===== config.mk =====
export PLATFORM = sky130hd
export DESIGN_NAME = nfc_host_frame_encoder_core
export DESIGN_NICKNAME = d
export VERILOG_FILES = /design/src/design/nfc_fe_pkg.sv /design/src/design/nfc_host_frame_encoder_core.sv
export SDC_FILE = /design/constraint.sdc
export NUM_CORES = 1
export LEC_CHECK = 0
export ABC_AREA = 1
export BUFFER_PORTS_ARGS = -buffer_cell sky130_fd_sc_hd__buf_2
export CAP_MARGIN = 0
export CORE_ASPECT_RATIO = 0.9
export CORE_MARGIN = 1
export CORE_UTILIZATION = 49
export DETAILED_ROUTE_END_ITERATION = 10
export GPL_TIMING_DRIVEN = 0
export PLACE_DENSITY = 0.75
export SLEW_MARGIN = 0
export SYNTH_ARGS = -nofsm -noshare
export SYNTH_HDL_FRONTEND = slang
export SYNTH_SLANG_ARGS = --single-unit

===== constraint.sdc =====
create_clock -name clock -period 7.25 [get_ports clock]
set_input_delay 1.0875 -clock clock [delete_from_list [all_inputs] [get_ports clock]]
set_output_delay 1.0875 -clock clock [all_outputs]
set_load 0.1 [all_outputs]

===== src/design/nfc_fe_pkg.sv =====
// ----------------------------------------------------------------------------
// NFC host frame encoder package
// Byte constants, register reset value and emit step codes.
// ----------------------------------------------------------------------------
package nfc_fe_pkg;

   localparam int unsigned ByteWidth  = 8;
   localparam int unsigned StepWidth  = 4;

   typedef logic [ByteWidth-1:0] byte_type;
   typedef logic [StepWidth-1:0] step_type;

   localparam byte_type PREAMBLE_BYTE  = 8'h00;
   localparam byte_type START_CODE_HI  = 8'hFF;
   localparam byte_type POSTAMBLE_BYTE = 8'h00;
   localparam byte_type IDENT_RESET    = 8'hD4;

   // emit steps of one transaction, header first
   localparam step_type STEP_PRE0  = 4'd0;
   localparam step_type STEP_PRE1  = 4'd1;
   localparam step_type STEP_START = 4'd2;
   localparam step_type STEP_LEN   = 4'd3;
   localparam step_type STEP_LCS   = 4'd4;
   localparam step_type STEP_IDENT = 4'd5;
   localparam step_type STEP_DATA  = 4'd6;
   localparam step_type STEP_DCS   = 4'd7;
   localparam step_type STEP_POST  = 4'd8;

   typedef struct packed {
      logic     hdr;
      logic     trl;
      byte_type data;
      byte_type lenf;
      byte_type ident;
      byte_type dcs;
   } rec_type;

endpackage


===== src/design/nfc_host_frame_encoder_core.sv =====
// ----------------------------------------------------------------------------
// NFC host frame encoder core
// Wraps command payload bytes into information frames: preamble, start code,
// LEN, LCS, identifier, payload, DCS and postamble.
// ----------------------------------------------------------------------------
// Path: the bytes of a transaction pass through the record register and then
//   the output register; one byte leaves per cycle unless rsp_tready stalls it.
//   A mid-frame transaction yields 1 byte, a frame-closing one 3 bytes and a
//   frame-opening one 7 to 9 bytes.
// Reset: synchronous; clears frame state, empties both stages and loads the
//   identifier register with 0xD4.
module nfc_host_frame_encoder_core (
   input  logic        clock,
   input  logic        reset,
   // csr
   input  logic        csr_valid,
   output logic        csr_ready,
   input  logic [7:0]  csr_data,     // frame_identifier
   // request stream
   input  logic        req_tvalid,
   output logic        req_tready,
   input  logic [15:0] req_tdata,    // [7:0] payload_byte, [15:8] payload_length
   // response stream
   output logic        rsp_tvalid,
   input  logic        rsp_tready,
   output logic [7:0]  rsp_tdata,    // [7:0] frame_byte
   output logic        rsp_tlast,    // last_of_run
   output logic        rsp_tuser     // [0] end_of_frame
);

   nfc_fe_pkg::byte_type ident_ff;
   logic                 inside_ff,  inside_in;
   nfc_fe_pkg::byte_type remain_ff,  remain_in;
   nfc_fe_pkg::byte_type sum_ff,     sum_in;

   logic                 r_valid_ff, r_valid_in;
   nfc_fe_pkg::rec_type  rec_ff,     rec_in;
   nfc_fe_pkg::step_type step_ff,    step_in;

   logic                 o_valid_ff, o_valid_in;
   nfc_fe_pkg::byte_type o_byte_ff,  o_byte_in;
   logic                 o_eof_ff,   o_eof_in;
   logic                 o_last_ff,  o_last_in;

   nfc_fe_pkg::byte_type pay_byte, pay_len, len_eff, base_sum, base_rem, sum_new, rem_new;
   logic                 req_fire, o_load, r_move, r_last;

   assign pay_byte = req_tdata[7:0];
   assign pay_len  = req_tdata[15:8];
   assign csr_ready = 1'b1;

   assign o_load = !o_valid_ff || rsp_tready;
   assign r_move = r_valid_ff && o_load;
   assign r_last = rec_ff.trl ? (step_ff == nfc_fe_pkg::STEP_POST)
                              : (step_ff == nfc_fe_pkg::STEP_DATA);
   assign req_tready = !r_valid_ff || (r_move && r_last);
   assign req_fire   = req_tvalid && req_tready;

   // frame bookkeeping at acceptance
   always_comb begin
      len_eff  = (pay_len == 8'd0) ? 8'd1 : pay_len;
      base_sum = inside_ff ? sum_ff : ident_ff;
      base_rem = inside_ff ? remain_ff : len_eff;
      sum_new  = base_sum + pay_byte;
      rem_new  = base_rem - 8'd1;

      rec_in.hdr   = !inside_ff;
      rec_in.trl   = (rem_new == 8'd0);
      rec_in.data  = pay_byte;
      rec_in.lenf  = len_eff + 8'd1;
      rec_in.ident = ident_ff;
      rec_in.dcs   = 8'd0 - sum_new;

      inside_in = inside_ff;
      remain_in = remain_ff;
      sum_in    = sum_ff;
      if (req_fire) begin
         inside_in = !rec_in.trl;
         remain_in = rem_new;
         sum_in    = rec_in.trl ? 8'd0 : sum_new;
      end
   end

   // record stage: advance step, take next transaction on the last one
   always_comb begin
      r_valid_in = r_valid_ff;
      step_in    = step_ff;
      if (r_move) begin
         if (r_last) begin
            r_valid_in = 1'b0;
         end else begin
            step_in = step_ff + 4'd1;
         end
      end
      if (req_fire) begin
         r_valid_in = 1'b1;
         step_in    = rec_in.hdr ? nfc_fe_pkg::STEP_PRE0 : nfc_fe_pkg::STEP_DATA;
      end
   end

   // output stage
   always_comb begin
      o_valid_in = o_valid_ff;
      o_byte_in  = o_byte_ff;
      o_eof_in   = o_eof_ff;
      o_last_in  = o_last_ff;
      if (o_load) begin
         o_valid_in = r_valid_ff;
         o_eof_in   = (step_ff == nfc_fe_pkg::STEP_POST);
         o_last_in  = r_last;
         unique case (step_ff)
            nfc_fe_pkg::STEP_PRE0:  o_byte_in = nfc_fe_pkg::PREAMBLE_BYTE;
            nfc_fe_pkg::STEP_PRE1:  o_byte_in = nfc_fe_pkg::PREAMBLE_BYTE;
            nfc_fe_pkg::STEP_START: o_byte_in = nfc_fe_pkg::START_CODE_HI;
            nfc_fe_pkg::STEP_LEN:   o_byte_in = rec_ff.lenf;
            nfc_fe_pkg::STEP_LCS:   o_byte_in = 8'd0 - rec_ff.lenf;
            nfc_fe_pkg::STEP_IDENT: o_byte_in = rec_ff.ident;
            nfc_fe_pkg::STEP_DATA:  o_byte_in = rec_ff.data;
            nfc_fe_pkg::STEP_DCS:   o_byte_in = rec_ff.dcs;
            nfc_fe_pkg::STEP_POST:  o_byte_in = nfc_fe_pkg::POSTAMBLE_BYTE;
            default:                o_byte_in = nfc_fe_pkg::POSTAMBLE_BYTE;
         endcase
      end
   end

   always_ff @(posedge clock) begin
      if (reset) begin
         ident_ff   <= nfc_fe_pkg::IDENT_RESET;
         inside_ff  <= 1'b0;
         remain_ff  <= 8'd0;
         sum_ff     <= 8'd0;
         r_valid_ff <= 1'b0;
         step_ff    <= nfc_fe_pkg::STEP_PRE0;
         o_valid_ff <= 1'b0;
      end else begin
         if (csr_valid && csr_ready) begin
            ident_ff <= csr_data;
         end
         inside_ff  <= inside_in;
         remain_ff  <= remain_in;
         sum_ff     <= sum_in;
         r_valid_ff <= r_valid_in;
         step_ff    <= step_in;
         o_valid_ff <= o_valid_in;
      end
   end

   always_ff @(posedge clock) begin
      if (req_fire) begin
         rec_ff <= rec_in;
      end
      o_byte_ff <= o_byte_in;
      o_eof_ff  <= o_eof_in;
      o_last_ff <= o_last_in;
   end

   assign rsp_tvalid = o_valid_ff;
   assign rsp_tdata  = o_byte_ff;
   assign rsp_tlast  = o_last_ff;
   assign rsp_tuser  = o_eof_ff;

   a_eof_closes_run: assert property (@(posedge clock) disable iff (reset)
      rsp_tvalid && rsp_tuser |-> rsp_tlast)
      else $error("postamble not last of run");

   a_open_frame_counts: assert property (@(posedge clock) disable iff (reset)
      inside_ff |-> remain_ff != 8'd0)
      else $error("open frame with no bytes remaining");

   a_closed_sum_clear: assert property (@(posedge clock) disable iff (reset)
      !inside_ff |-> sum_ff == 8'd0)
      else $error("running sum not cleared outside frame");

   a_step_range: assert property (@(posedge clock) disable iff (reset)
      r_valid_ff |-> step_ff <= nfc_fe_pkg::STEP_POST)
      else $error("emit step out of range");

   a_hold_when_stalled: assert property (@(posedge clock) disable iff (reset)
      r_valid_ff && !o_load |=> $stable(step_ff) && r_valid_ff)
      else $error("record advanced while output stalled");

endmodule


==> results of run 1 <==
worst paths after layout:
check / end / slack [ns] / cells after the start
max: req_tready / 3.82 / 6
max reg2reg: rec_ff[7] / 4.38 / 16
min reg2reg: sum_ff[1] / 0.46 / 2
min: sum_ff[1] / 0.46 / 2
layer usage:
metal	track usage (%)	wire, um	share of wire (%)	vias to the layer above
met5	0	0	0	-
met4	10.58	216	2.5	0
met3	3.451	557	6.4	22
met2	35.15	4050	47	129
met1	26.75	3830	44	1479
li1	-	-	-	1631
synth_stat cells (4+ instances only):
master / instances / area [um2]
sky130_fd_sc_hd__a21oi_1: 12 / 60.06
sky130_fd_sc_hd__a221oi_1: 6 / 52.55
sky130_fd_sc_hd__buf_6: 5 / 56.30
sky130_fd_sc_hd__dfxtp_1: 31 / 620.6
sky130_fd_sc_hd__edfxtp_1: 43 / 1291
sky130_fd_sc_hd__ha_1: 15 / 187.7
sky130_fd_sc_hd__inv_1: 56 / 210.2
sky130_fd_sc_hd__nand2_1: 131 / 491.7
sky130_fd_sc_hd__nand3_1: 37 / 185.2
sky130_fd_sc_hd__nand4_1: 6 / 37.54
sky130_fd_sc_hd__nor2_1: 35 / 131.4
sky130_fd_sc_hd__o2111ai_1: 4 / 35.03
sky130_fd_sc_hd__o21ai_0: 13 / 65.06
sky130_fd_sc_hd__o21ai_1: 10 / 50.05
sky130_fd_sc_hd__xor2_1: 14 / 122.6
critical path, stage by stage:
cell,delay (ns)
sky130_fd_sc_hd__buf_2,0.08
sky130_fd_sc_hd__inv_1,0.03
sky130_fd_sc_hd__nand2_1,0.32
sky130_fd_sc_hd__inv_1,0.16
sky130_fd_sc_hd__o21ai_4,0.22
sky130_fd_sc_hd__buf_2,0.45
state kept, by name, summed over array words and instances (netlist names):
name / cells
step_ff: 4
ident_ff: 8
sum_ff: 8
rsp_tlast: 1
r_valid_ff: 1
rsp_tuser: 1
rsp_tvalid: 1
remain_ff: 8
rec_ff: 33
inside_ff: 1
rsp_tdata: 8
final cells by class:
type | count | area (um2)
fillers | 662 | 3139
flip-flops and latches | 74 | 1912
multi-input cells | 321 | 1759
inverters | 59 | 224.0
repair buffers | 39 | 195.2
clock inverters | 7 | 141.4
clock buffers | 9 | 123.9
well taps | 96 | 120.1
plain buffers | 9 | 80.08
stage by stage:
stage	cells	hold WS [ns]	power [mW]
floorplan	463	0.4252	0.7288
global placement	598	0.4378	0.7848
detailed placement	598	0.4425	0.7912
CTS	614	0.4560	1.205
global route	614	0.4722	1.258
finish	614	0.4563	1.205
power groups by stage:
stage	Clock (mW)	Sequential (mW)	Combinational, mW
global placement	0	0.523	0.262
CTS	0.422	0.514	0.269
finish	0.421	0.515	0.270
detailed placement	0	0.524	0.267
floorplan	0	0.575	0.154
global route	0.446	0.518	0.294
logic make-up (layout without fill, tap and decap cells):
group                    count (synthesis)  in the layout  synth area share [%]
AND/OR/NAND/NOR                        229            229                 25.62
buffers and inverters                   68            123                 7.648
XOR/XNOR                                17             17                 3.746
other                                    1              1               0.09434
flip-flops                              74             74                 48.10
AO/OA/AOI/OAI                           58             58                 9.569
adder cells (fa/ha/maj)                 16             16                 5.225
==> results.sh, run 1 <==
export IMPL_die_height_um=87.45
export IMPL_most_common_cell_after_layout_fill_and_taps_aside="sky130_fd_sc_hd__nand2_1"
export IMPL_gr_total_overflow=0
export IMPL_final_nets=558
export IMPL_critPathArrivalTime_ns=2.35
export IMPL_track_usage_pct=21.05
export IMPL_dieArea_mm2=0.008477
export IMPL_setup_viol=0
export IMPL_sw_frac_of_total_pct=30.77
export IMPL_min_delay_path_class="reg -> reg"
export IMPL_synth_seq_area_share_pct=48.10
export IMPL_total_switching_power_uw=370.9
export IMPL_ctsResizeCount=0
export IMPL_rsz0062_at_grt="no"
export IMPL_num_vias=3261
export IMPL_post_route_util_pct=59.20
export IMPL_drt_iter0_drc=260
export IMPL_cts_buffers=9
export IMPL_power_share_combinational_pct=22.4
export IMPL_timing_critical_path_from="rsp_tready"
export IMPL_power_leakage_nw=2.115
export IMPL_synth_seq_cells=74
export IMPL_routed_via_density=5.311
export IMPL_routedWlPerCell_um=14.10
export IMPL_timing_rr_start="inside_ff"
export IMPL_layout_worst_path_cycle_share_pct=47.36
export IMPL_post_layout_instance_area_mm2=0.004556
export IMPL_f_max_mhz=291.2
export IMPL_clkTransAtPathRegs_ns=0.08
export IMPL_grt_start_max_net_pins=35
export IMPL_drv_cap=0
export IMPL_post_dp_hpwl_mm=6.579
export IMPL_gp_routability_congestion=0.9139
export IMPL_synthesis_instances=463
export IMPL_clock_power_share_pct=34.9
export IMPL_run_status="finished, final reports clean"
export IMPL_postCtsSetupBuffers=0
export IMPL_drt_first_pass_iters=5
export IMPL_layout_setup_ws_ns=3.816
export IMPL_final_max_slew_viol_count=0
export IMPL_period_needed_ns=3.434
export IMPL_critPathRequiredTime_ns=6.16
export IMPL_floorplan_initialDensity_pct=51.66
export IMPL_synth_flop_cell="sky130_fd_sc_hd__edfxtp_1"
export IMPL_clock_latency_on_the_worst_skew_pair_ns=0.35
export IMPL_core_area_mm2=0.007695
export IMPL_setup_worst_path_start_class="input port"
export IMPL_yosys_warnings=0
export IMPL_avgSynthCellArea_um2=8.585
export IMPL_place_port_buffers=39
export IMPL_setup_worst_path_end_class="output pin"
export IMPL_worst_setup_path_type="in -> out"
export IMPL_cts_htree_levels=3
export IMPL_tightest_slew_ns=1.217
export IMPL_detail_route_wirelength_mm=8.655
export IMPL_synth_cell_area_mm2=0.003975
export IMPL_clock_tree_from_tritoncts="yes"
export IMPL_synthArstFlopShare_pct=0
export IMPL_p_per_area_mw_per_mm2=264.6
export IMPL_io_pins=42
export IMPL_syn2layout_area_growth_pct=14.61
export IMPL_first_global_vias=2969
export IMPL_drt_antenna_violating_nets=0
export IMPL_synth_edf_count=43
export IMPL_worst_path_max_fanout=12
export IMPL_clock_sink_count=74
export IMPL_rows=30
export IMPL_antenna_cells=0
export IMPL_commonest_cells_after_routing_fill_and_taps_aside="sky130_fd_sc_hd__nand2_1, sky130_fd_sc_hd__inv_1, sky130_fd_sc_hd__edfxtp_1"
export IMPL_dpl_worst_slack_ns=3.762
export IMPL_postCtsHoldBufs=0
export IMPL_finalHoldViolations=0
export IMPL_totalNegativeSetupSlack_ns=0
export IMPL_ctsLongestPathBuffers=2
export IMPL_max_slew_margin_rel_pct=18.78
export IMPL_fin_worst_skew_ns=0.008186
export IMPL_antenna_found_initial=0
export IMPL_synth_net_count=508
export IMPL_placed_area_mm2=0.004290
export IMPL_clock_root_buffer="sky130_fd_sc_hd__clkbuf_8"
export IMPL_synth_distinct_cells=43
export IMPL_grt_pass1_wl_mm=13.68
export IMPL_min_from="sum_ff[1]"
export IMPL_route_detailed_drc=0
export IMPL_layout_drive_gt1_share_pct=16.41
export IMPL_power_internal_uw=834.4
export IMPL_seq_power_share_pct=42.7
export IMPL_die_x_um=96.94
export IMPL_vdd_drop_max_uv=111.9
Power figures use the tool's default switching activity.
==> inputs of run 2 (changes only) <==
--- a/config.mk
+++ b/config.mk
@@ -13,7 +13,7 @@
 export CORE_UTILIZATION = 49
 export DETAILED_ROUTE_END_ITERATION = 10
 export GPL_TIMING_DRIVEN = 0
-export PLACE_DENSITY = 0.75
+export PLACE_DENSITY = 0.78
 export SLEW_MARGIN = 0
 export SYNTH_ARGS = -nofsm -noshare
 export SYNTH_HDL_FRONTEND = slang
==> constraint.sdc (replaced) <==
create_clock -name clock -period 2.9 [get_ports clock]
set_input_delay 0.435 -clock clock [delete_from_list [all_inputs] [get_ports clock]]
set_output_delay 0.435 -clock clock [all_outputs]
set_load 0.1 [all_outputs]
==> results.sh, run 2 (synthesis gave the netlist of run 1 again) <==
export IMPL_crit_path_cell_trace="buf_6, buf_6, buf_4, nand2_1, nand2_1, ha_1, fa_2, nand3_1, nand3_2, nand2_1, nand2_1, a21oi_4, xor2_2, nand2_1, nand2_1, nand2_1"
export IMPL_setup_worst_path_end_class="register"
export IMPL_worst_setup_path_type="reg -> reg"
export IMPL_drt_antenna_violating_nets=0
export IMPL_drt_iter0_drc=216
export IMPL_core_area_mm2=0.007695
export IMPL_cpMaxStageDelayCell="sky130_fd_sc_hd__fa_2"
export IMPL_placed_area_mm2=0.004295
export IMPL_route_detailed_drc=0
export IMPL_tightest_slew_ns=0.6683
export IMPL_power_total_mw=2.857
export IMPL_totalNegativeSetupSlack_ns=0
export IMPL_detail_route_wirelength_mm=8.790
export IMPL_min_delay_path_class="in -> reg"
export IMPL_syn2layout_area_growth_pct=14.64
export IMPL_largest_reg_flops=33
export IMPL_post_layout_instance_area_mm2=0.004557
export IMPL_final_max_slew_viol_count=0
export IMPL_post_dp_hpwl_mm=6.530
export IMPL_die_x_um=96.94
export IMPL_num_fill_cells=660
export IMPL_antenna_cells=0
export IMPL_largest_register="rec_ff"
export IMPL_drv_cap=0
export IMPL_critPathRequiredTime_ns=3.01
export IMPL_timing_rr_start="inside_ff"
export IMPL_seqCellArea_mm2=0.001913
export IMPL_gp_routability_congestion=0.9102
export IMPL_crit_top_cell="sky130_fd_sc_hd__nand2_1"
export IMPL_cts_htree_levels=3
export IMPL_clock_tree_from_tritoncts="yes"
export IMPL_routedWlPerCell_um=14.29
export IMPL_postCtsHoldBufs=0
export IMPL_layout_worst_path_cycle_share_pct=93.70
export IMPL_f_max_mhz=368.0
export IMPL_worst_path_max_fanout=10
export IMPL_floorplan_initialDensity_pct=51.66
export IMPL_fin_worst_skew_ns=0.01005
export IMPL_clock_root_buffer="sky130_fd_sc_hd__clkbuf_8"
export IMPL_max_slew_margin_rel_pct=55.36
export IMPL_layout_drive_gt1_share_pct=18.11
export IMPL_die_height_um=87.45
export IMPL_routed_via_density=5.385
export IMPL_commonest_cells_after_routing_fill_and_taps_aside="sky130_fd_sc_hd__nand2_1, sky130_fd_sc_hd__inv_1, sky130_fd_sc_hd__edfxtp_1"
export IMPL_p_per_area_mw_per_mm2=626.9
export IMPL_crit_path_max_incr_delay_ns=0.38
export IMPL_io_pins=42
export IMPL_finalHoldViolations=0
export IMPL_dieArea_mm2=0.008477
export IMPL_grt_start_max_net_pins=35
export IMPL_place_port_buffers=39
export IMPL_run_status="finished, final reports clean"
export IMPL_drt_first_pass_iters=5
export IMPL_min_from="req_tdata[0]"
export IMPL_clock_sink_count=74
export IMPL_multiInputGateArea_mm2=0.001798
export IMPL_cts_buffers=9
export IMPL_setup_worst_path_start_class="register"
export IMPL_track_usage_pct=22.18
export IMPL_final_nets=559
export IMPL_critPathArrivalTime_ns=2.83
export IMPL_clkTransAtPathRegs_ns=0.08
export IMPL_setup_viol=0
export IMPL_antenna_found_initial=0
export IMPL_timing_critical_path_from="inside_ff"
export IMPL_vdd_drop_max_uv=248.0
export IMPL_ctsLongestPathBuffers=2
export IMPL_grt_pass1_wl_mm=14.63
export IMPL_first_global_vias=3183
export IMPL_num_vias=3312
export IMPL_period_needed_ns=2.717
export IMPL_clock_latency_on_the_worst_skew_pair_ns=0.36
export IMPL_gr_total_overflow=0
export IMPL_most_common_cell_after_layout_fill_and_taps_aside="sky130_fd_sc_hd__nand2_1"
export IMPL_power_leakage_nw=2.104
export IMPL_rows=30
-- run 2: per-layer routing --
| metal | track usage (%) | part of all wire (%) | vias up |
|---|---|---|---|
| met2 | 36.17 | 46 | 123 |
| li1 | - | - | 1631 |
| met5 | 0 | 0 | - |
| met4 | 12.89 | 3.7 | 0 |
| met1 | 27.85 | 45 | 1522 |
| met3 | 4.254 | 5.5 | 36 |
-- run 2: layout make-up --
cell class | instances | share of cell area (%)
plain buffers | 9 | 1.757
inverters | 59 | 4.997
clock buffers | 12 | 3.652
multi-input cells | 321 | 39.46
flip-flops and latches | 74 | 41.98
clock inverters | 4 | 1.071
repair buffers | 40 | 4.448
well taps | 96 | 2.636
-- run 2: report_power, final --
part	switching [mW]	internal, mW	leakage (nW)	total, mW
Sequential	0.0483	1.24	0.688	1.29
Combinational	0.504	0.204	1.30	0.709
Clock	0.389	0.472	0.111	0.861
-- run 2: per-stage QoR --
stage          util (%)  cells  setup slack (ns)  hold WS [ns]
2_1_floorplan         -    463            0.2774        0.4252
3_3_place_gp      55.82    598            0.1503        0.4367
3_5_place_dp      55.82    598           0.09233        0.4436
4_1_cts           58.62    614          0.002832        0.2758
5_1_grt           59.22    615          -0.01421        0.2784
6_report          59.22    615            0.1827        0.2815
-- run 2: worst max-delay path, delay by kind of cell, from the launching register on --
kind            cells  cell delay [ns]
xor+xnor            1             0.23
fa+ha+maj           2             0.63
flops               1             0.31
simple gates        9             0.65
compound gates      1             0.19
buf+inv             3             0.46
-- run 2: final timing paths --
path	depth (start not counted)	end	slack [ns]
setup / recovery	16	rec_ff[7]	0.18
setup reg to reg	16	rec_ff[7]	0.18
hold reg to reg	2	sum_ff[3]	0.45
hold / removal	1	rec_ff[24]	0.28
-- run 2: repair_timing --
| action | in CTS | in global routing |
|---|---|---|
| setup endpoints to repair | 0 | 2 |
| buffers inserted | 0 | 1 |
| resized for setup | 0 | 7 |
